===== config.mk =====
export PLATFORM = sky130hd
export DESIGN_NAME = retransmit_window_buffer_top
export DESIGN_NICKNAME = d
export VERILOG_FILES = /design/src/sv/rwb_pkg.sv /design/src/sv/retransmit_window_buffer_top.sv
export SDC_FILE = /design/constraint.sdc
export NUM_CORES = 2
export LEC_CHECK = 0
export BUFFER_PORTS_ARGS = -buffer_cell sky130_fd_sc_hd__buf_2
export CORE_MARGIN = 3
export CORE_UTILIZATION = 45
export DETAILED_ROUTE_END_ITERATION = 10
export GPL_ROUTABILITY_DRIVEN = 0
export PLACE_DENSITY = 0.67
export SKIP_LAST_GASP = 1
export SYNTH_ARGS = -nofsm -noshare
export SYNTH_HDL_FRONTEND = slang
export SYNTH_SLANG_ARGS = --single-unit

===== constraint.sdc =====
create_clock -name clk -period 8.9 [get_ports clk]
set_input_delay 2.225 -clock clk [delete_from_list [all_inputs] [get_ports clk]]
set_output_delay 2.225 -clock clk [all_outputs]
set_load 0.005 [all_outputs]

===== src/sv/rwb_pkg.sv =====
// Package for the retransmit window buffer.
// Holds sizes, operation and status codes, register indexes and the stream
// item layouts. Depends on nothing.
package rwb_pkg;

  localparam int DEPTH     = 32;
  localparam int ADDR_W    = $clog2(DEPTH);
  localparam int CNT_W     = $clog2(DEPTH + 1);
  localparam int SEQ_W     = 8;
  localparam int HANDLE_W  = 16;
  localparam int STAMP_W   = 32;
  localparam int TIMEOUT_W = 16;
  localparam int CAP_W     = 6;
  localparam int PEER_W    = 8;
  localparam int OP_W      = 3;
  localparam int STATUS_W  = 2;
  localparam int OCC_W     = 6;

  localparam int IN_TDATA_W  = 40;
  localparam int OUT_TDATA_W = 40;

  localparam int CFG_IDX_W  = 1;
  localparam int CFG_DATA_W = 16;

  localparam logic [CFG_IDX_W-1:0] CFG_CAPACITY = 1'd0;
  localparam logic [CFG_IDX_W-1:0] CFG_TIMEOUT  = 1'd1;

  localparam logic [CAP_W-1:0]     CAPACITY_RESET = 6'd32;
  localparam logic [TIMEOUT_W-1:0] TIMEOUT_RESET  = 16'd4;

  localparam logic [OP_W-1:0] OP_ADD   = 3'd0;
  localparam logic [OP_W-1:0] OP_ACK   = 3'd1;
  localparam logic [OP_W-1:0] OP_FIND  = 3'd2;
  localparam logic [OP_W-1:0] OP_TICK  = 3'd3;
  localparam logic [OP_W-1:0] OP_CHECK = 3'd4;
  localparam logic [OP_W-1:0] OP_QUERY = 3'd5;

  localparam logic [STATUS_W-1:0] ST_OK        = 2'd0;
  localparam logic [STATUS_W-1:0] ST_FULL      = 2'd1;
  localparam logic [STATUS_W-1:0] ST_NOT_FOUND = 2'd2;

  typedef struct packed {
    logic [SEQ_W-1:0]    seq;
    logic [HANDLE_W-1:0] handle;
    logic [STAMP_W-1:0]  stamp;
  } entry_t;

  typedef struct packed {
    logic [4:0]          pad;
    logic [PEER_W-1:0]   peer_window;
    logic [HANDLE_W-1:0] packet_handle;
    logic [SEQ_W-1:0]    seq_number;
    logic [OP_W-1:0]     op;
  } in_item_t;

  typedef struct packed {
    logic [6:0]          pad;
    logic                is_full;
    logic [OCC_W-1:0]    occupancy;
    logic [HANDLE_W-1:0] hit_handle;
    logic [SEQ_W-1:0]    hit_seq_number;
    logic [STATUS_W-1:0] status;
  } out_item_t;

endpackage


===== src/sv/retransmit_window_buffer_top.sv =====
// Retransmit window buffer: ring of entries in one synchronous memory,
// with a sequencer that appends, scans and drops entries.
// Depends on rwb_pkg.
// Add, tick, query full and unused codes answer without a scan; ack, find
// and check timeout scan from the oldest entry until one hits or the newest
// entry has been read, and answer without a scan when the window is empty.
// Throughput: one request at a time; the scan reads one memory entry a cycle.
// A new request is taken while the previous result waits at the output.
// Reset clears occupancy and tick counter and restores the registers to their
// reset values; memory is not cleared.
module retransmit_window_buffer_top
  import rwb_pkg::*;
(
  input  logic                             clk,
  input  logic                             rst,
  input  logic                             s_axis_tvalid,
  output logic                             s_axis_tready,
  // op, seq_number, packet_handle, peer_window
  input  logic [rwb_pkg::IN_TDATA_W-1:0]   s_axis_tdata,
  output logic                             m_axis_tvalid,
  input  logic                             m_axis_tready,
  // status, hit_seq_number, hit_handle, occupancy, is_full
  output logic [rwb_pkg::OUT_TDATA_W-1:0]  m_axis_tdata,
  input  logic                             cfg_we,
  input  logic [rwb_pkg::CFG_IDX_W-1:0]    cfg_index,
  input  logic [rwb_pkg::CFG_DATA_W-1:0]   cfg_data
);

  localparam logic [1:0] S_IDLE = 2'd0;
  localparam logic [1:0] S_SCAN = 2'd1;
  localparam logic [1:0] S_DONE = 2'd2;

  logic [1:0]           state;
  logic [CAP_W-1:0]     capacity;
  logic [TIMEOUT_W-1:0] timeout;
  logic [CNT_W-1:0]     count;
  logic [ADDR_W-1:0]    head;
  logic [STAMP_W-1:0]   tick;

  logic [OP_W-1:0]      req_op;
  logic [SEQ_W-1:0]     req_seq;
  logic [PEER_W-1:0]    req_peer;
  logic [CNT_W-1:0]     iss;
  logic [CNT_W-1:0]     rd_idx;

  logic [STATUS_W-1:0]  res_status;
  logic [SEQ_W-1:0]     res_seq;
  logic [HANDLE_W-1:0]  res_handle;

  entry_t               mem [DEPTH];
  entry_t               rd_data;
  entry_t               wr_entry;
  logic [ADDR_W-1:0]    rd_addr;
  logic [ADDR_W-1:0]    wr_addr;
  logic                 mem_we;

  in_item_t             in_item;
  out_item_t            out_item;
  logic                 accept;
  logic                 out_load;
  logic [CNT_W-1:0]     cap;
  logic                 room;
  logic                 scan_op;
  logic [STAMP_W-1:0]   age;
  logic                 hit;
  logic                 last;
  logic [CNT_W-1:0]     drop_n;

  assign in_item       = in_item_t'(s_axis_tdata);
  assign s_axis_tready = (state == S_IDLE);
  assign accept        = s_axis_tvalid && s_axis_tready;
  assign out_load      = (state == S_DONE) && (!m_axis_tvalid || m_axis_tready);

  assign cap     = (capacity > CAP_W'(DEPTH)) ? CNT_W'(DEPTH) : CNT_W'(capacity);
  assign room    = (count < cap);
  assign scan_op = (in_item.op == OP_ACK) || (in_item.op == OP_FIND) ||
                   (in_item.op == OP_CHECK);

  assign mem_we   = accept && (in_item.op == OP_ADD) && room;
  assign wr_addr  = head + count[ADDR_W-1:0];
  assign wr_entry = '{seq: in_item.seq_number,
                      handle: in_item.packet_handle[HANDLE_W-1:0],
                      stamp: tick};
  assign rd_addr  = (state == S_SCAN) ? head + iss[ADDR_W-1:0] : head;

  assign age    = tick - rd_data.stamp;
  assign hit    = (req_op == OP_CHECK) ? (age >= STAMP_W'(timeout))
                                       : (rd_data.seq == req_seq);
  assign last   = (rd_idx == count - CNT_W'(1));
  assign drop_n = rd_idx + CNT_W'(1);

  always_comb begin
    out_item                = '0;
    out_item.status         = res_status;
    out_item.hit_seq_number = res_seq;
    out_item.hit_handle     = res_handle;
    out_item.occupancy      = OCC_W'(count);
    out_item.is_full        = ({{PEER_W{1'b0}}, count} >= {{CNT_W{1'b0}}, req_peer});
  end

  always_ff @(posedge clk) begin
    if (mem_we) begin
      mem[wr_addr] <= wr_entry;
    end
    rd_data <= mem[rd_addr];
  end

  always_ff @(posedge clk) begin
    if (rst) begin
      state         <= S_IDLE;
      capacity      <= CAPACITY_RESET;
      timeout       <= TIMEOUT_RESET;
      count         <= '0;
      head          <= '0;
      tick          <= '0;
      m_axis_tvalid <= 1'b0;
    end else begin
      if (cfg_we) begin
        case (cfg_index)
          CFG_CAPACITY: capacity <= cfg_data[CAP_W-1:0];
          CFG_TIMEOUT:  timeout  <= cfg_data[TIMEOUT_W-1:0];
          default: ;
        endcase
      end

      if (out_load) begin
        m_axis_tvalid <= 1'b1;
        m_axis_tdata  <= OUT_TDATA_W'(out_item);
      end else if (m_axis_tready) begin
        m_axis_tvalid <= 1'b0;
      end

      case (state)
        S_IDLE: begin
          if (accept) begin
            req_op     <= in_item.op;
            req_seq    <= in_item.seq_number;
            req_peer   <= in_item.peer_window;
            res_seq    <= '0;
            res_handle <= '0;
            iss        <= CNT_W'(1);
            rd_idx     <= '0;
            if (in_item.op == OP_ADD) begin
              state <= S_DONE;
              if (room) begin
                count      <= count + CNT_W'(1);
                res_status <= ST_OK;
              end else begin
                res_status <= ST_FULL;
              end
            end else if (scan_op && (count != '0)) begin
              state      <= S_SCAN;
              res_status <= ST_OK;
            end else if (scan_op) begin
              state      <= S_DONE;
              res_status <= ST_NOT_FOUND;
            end else begin
              state      <= S_DONE;
              res_status <= ST_OK;
              if (in_item.op == OP_TICK) begin
                tick <= tick + STAMP_W'(1);
              end
            end
          end
        end
        S_SCAN: begin
          iss    <= iss + CNT_W'(1);
          rd_idx <= iss;
          if (hit) begin
            res_seq    <= rd_data.seq;
            res_handle <= rd_data.handle;
            state      <= S_DONE;
            if (req_op == OP_ACK) begin
              head  <= head + drop_n[ADDR_W-1:0];
              count <= count - drop_n;
            end
          end else if (last) begin
            res_status <= ST_NOT_FOUND;
            state      <= S_DONE;
          end
        end
        S_DONE: begin
          if (out_load) begin
            state <= S_IDLE;
          end
        end
        default: begin
          state <= S_IDLE;
        end
      endcase
    end
  end

endmodule


==> results by group <==
Clock tree
  • Clock transition at the registers of the reported paths: 0.06 ns
  • Worst skew pair latency: 0.82 ns
  • Quantity of hold-fixing buffers added after cts: 0
  • CTS tree: done
  • Clock tree sinks: 2,006
  • CTS Buf Count: 196
  • Resize count post-CTS: 0
  • Htree depth: 4
  • Root buffer cell: clkbuf_16
  • Bufs on Longest Clock Path: 3
  • Setup repair bufs after CTS: 0

Floorplan
  • Die footprint: 181,000 sq um
  • Num ports: 104
  • Row count: 153
  • Initial Utilization: 45.4%
  • Die X: 426 microns
  • DIE HEIGHT: 426 microns
  • Core area: 175,000 sq um

Cells and area
  • Non-Filler Instances: 6,699
  • Area growth syn-to-layout: 12.5%
  • Final instance area: 89,200 sq um
  • Final core utilization: 51.1%
  • Fill count: 13,600
  • Nets: 4,350
  • Share of layout cells above drive strength 1: 24.1%

Critical path
  • Critical path class: reg -> reg
  • Most common cell on crit path: a21oi_1
  • Cell count along the critical path: 19
  • R2r setup slk: 2.44 ns
  • Slowest-stage cell, CP: dfxtp_1
  • CP cell instances: ha_1, o211ai_1, a21oi_1, nor2_1, o21ai_0, a21o_1, a21oi_1, o31a_1, xnor2_1, ha_1, a21oi_1, o22ai_1, nor4_1, o2111ai_1, a2111oi_0, and4_1, o2111ai_1, a31o_2, buf_4
  • CP arrival: 6.92 ns
  • Worst EP required: 9.37 ns
  • Max incr delay on CP: 1.15 ns
  • Reg2reg path depth: 19
  • CP top delay family: compound AO/OA/AOI/OAI gates
  • CP Capture Type: register
  • Reg-to-Reg Start: tick[4]
  • Worst Setup Start Kind: register
  • Worst Path Buf+Inv: 1
  • Reg2reg end: res_handle[4]
  • CP max FO: 36

Run
  • Max_cap viols: 0

Synthesis
  • Ys flop type: edfxtp_1
  • Number of flops mapped to enable cells by yosys: 1,882
  • Yosys warning count: 0
  • Seq cells post-synth: 2,006
  • Synthesized area: 79,300 sq um
  • Post-Synthesis Cells: 4,026
  • Post-synth ARST share: 0%
  • Sequential fraction of the synthesis area: 74.4%
  • Synth cell types: 67
  • Synth Area per Inst: 19.7 sq um

Detailed routing
  • Vias per inst: 5.76
  • Drt wl/cell: 26.4 microns
  • Post-Route WL: 177 mm
  • DR DRC count: 0
  • Drt first pass iters: 6
  • DRT antenna net count: 0
  • Drt initial violations: 3,871
  • DR vias: 38,600

STA
  • Clk_skew: 0.0327 ns
  • Fmax achieved: 155 MHz
  • Max-Slew Margin vs Limit: 14.1%
  • Tmin final: 6.46 ns
  • Least-Margin Pin Slew: 1.29 ns
  • Final Hold Fails: 0
  • Setup Viol. Count Final: 0
  • Final Max Slew Viols: 0
  • Final worst-path cycle share: 72.5%
  • Setup TNS: 0 ns
  • RSZ-0062 raised after global routing: no

Power
  • Cell area power density: 208 nW/um^2
  • Pwr Total: 18.5 mW
  • VDD IR-drop max: 203 uV
  • Pleak: 32.5 nW

GRT
  • GR Util met3: 3.48%
  • Largest net degree at the start of global routing: 130
  • Vias in the first global route: 39,100
  • Met1 usage: 27.0%
  • Grt total ovfl: 0
  • Global Route Usage Sum: 19.6%
  • First-pass GRT wire length: 260 mm
  • GRT Max-Usage Layer: met2
  • Initial antenna violation count: 9
  • Met2 Use GR: 32.1%

Placed design
  • Placed cell areas: 82,900 sq um
  • Dpl hpwl: 92.7 mm
  • # port buffers: 91
  • Cell count after placement: 6,330

Run status
  • Status: completed

Hold path
  • Hold path endpoint: m_axis_tdata[12]
  • Hold path depth: 0
  • Worst hold-check path type: reg -> reg
  • Hold_sp: res_handle[2]
==> metal layers <==
layer | share of wire (%) | wire length [microns]
met2 | 49 | 86700
met3 | 6.3 | 11100
met1 | 42 | 74500
met4 | 2.6 | 4640
met5 | 0.034 | 61
==> per-stage QoR <==
step / setup slack, ns / hold WS [ns]
finish: 2.44 / 0.414
global route: 1.97 / 0.420
CTS: 2.34 / 0.410
detailed placement: 2.41 / 0.405
global placement: 2.55 / 0.402
floorplan: 1.22 / 0.400
==> flip-flops by register name, summed over array words and instances (netlist names), 8 cells and up <==
register / count
m_axis_tdata: 33
mem: 1792
rd_data: 56
req_peer: 8
req_seq: 8
res_handle: 16
res_seq: 8
tick: 32
timeout: 16
==> final cells by class <==
class,instances,area (sq um),area share [%]
Inverter,65,244,0.274
Clock inverter,93,896,1.00
Antenna cell,3,7.51,0.00842
Sequential cell,2006,59000,66.1
Clock buffer,273,5410,6.06
Tap cell,2325,2910,3.26
Multi-Input combinational cell,1761,19500,21.9
Timing Repair Buffer,173,1220,1.37
==> worst reg2reg max path: cells and delay by family (launching register included) <==
kind / cells / cell delay (ns)
AOI/OAI and AO/OA: 12 / 3.04
DFF: 1 / 1.15
and+or+nand+nor: 3 / 0.77
adders and majority gates: 2 / 0.68
buffers and inverters: 1 / 0.25
xor gates and xnor gates: 1 / 0.13
==> power by group <==
part	internal (mW)	switching, mW	leakage (nW)
clock network	4.61	3.45	3.07
registers	10.3	0.0148	20.3
logic	0.0669	0.149	9.14
==> cell usage after synthesis, types with 12 or more instances <==
cell type	instances	area share (%)
edfxtp_1	1882	71
mux4_2	448	13
nor2_1	173	0.82
nand2_1	168	0.80
a21oi_1	138	0.87
mux2i_1	127	1.6
dfxtp_1	124	3.1
mux2_2	115	1.6
o21ai_0	87	0.55
clkbuf_1	85	0.40
buf_2	81	0.51
ha_1	80	1.3
inv_1	65	0.31
o211ai_1	64	0.61
xor2_1	44	0.49
xnor2_1	41	0.45
and2_1	36	0.28
a21o_1	30	0.28
nand3_1	26	0.16
buf_1	25	0.12
nand2b_1	21	0.17
nor3_1	16	0.10
and3_1	15	0.12
nand4_1	15	0.12
nor2b_1	14	0.11
or3_1	12	0.095
==> kinds of logic (layout without fill, tap and decap cells) <==
kind of cell | after synthesis | count (layout) | share of synthesized area (%)
muxes | 690 | 690 | 16.0
other | 1 | 10 | 0.00473
buffers and inverters | 265 | 604 | 1.43
adders and majority gates | 85 | 85 | 1.39
DFF | 2006 | 2006 | 74.4
AOI/OAI and AO/OA | 377 | 377 | 2.92
and+or+nand+nor | 517 | 517 | 2.97
xor gates and xnor gates | 85 | 85 | 0.939
==> cells in the final DEF, fill, tap and decap left out, types with 15 or more instances in the layout <==
cell / count
mux2i_1: 125
nor2_1: 144
ha_1: 80
nand4_1: 15
a21o_1: 30
buf_4: 71
mux4_2: 448
a21oi_1: 136
xor2_1: 44
clkinv_1: 38
dfxtp_1: 124
inv_1: 65
o21ai_0: 87
nand2b_1: 21
and3_1: 15
buf_2: 90
edfxtp_1: 1882
clkbuf_1: 60
nor2_4: 28
nand3_1: 26
clkbuf_16: 200
mux2_2: 115
o211ai_1: 64
and2_1: 36
nand2_1: 168
xnor2_1: 40
clkinv_2: 28
==> worst max path at each step <==
stage / startpoint / endpoint / slack, ns
after detailed placement: tick[3] / res_handle[0] / 2.41
after CTS: tick[3] / res_handle[4] / 2.34
after floorplan: s_axis_tdata[2] / mem[24][0] / 1.22
after global placement: tick[3] / res_handle[0] / 2.55
final: tick[4] / res_handle[4] / 2.44
after global routing: tick[3] / res_handle[4] / 1.97
No activity file was read; power rests on OpenSTA's default activity.
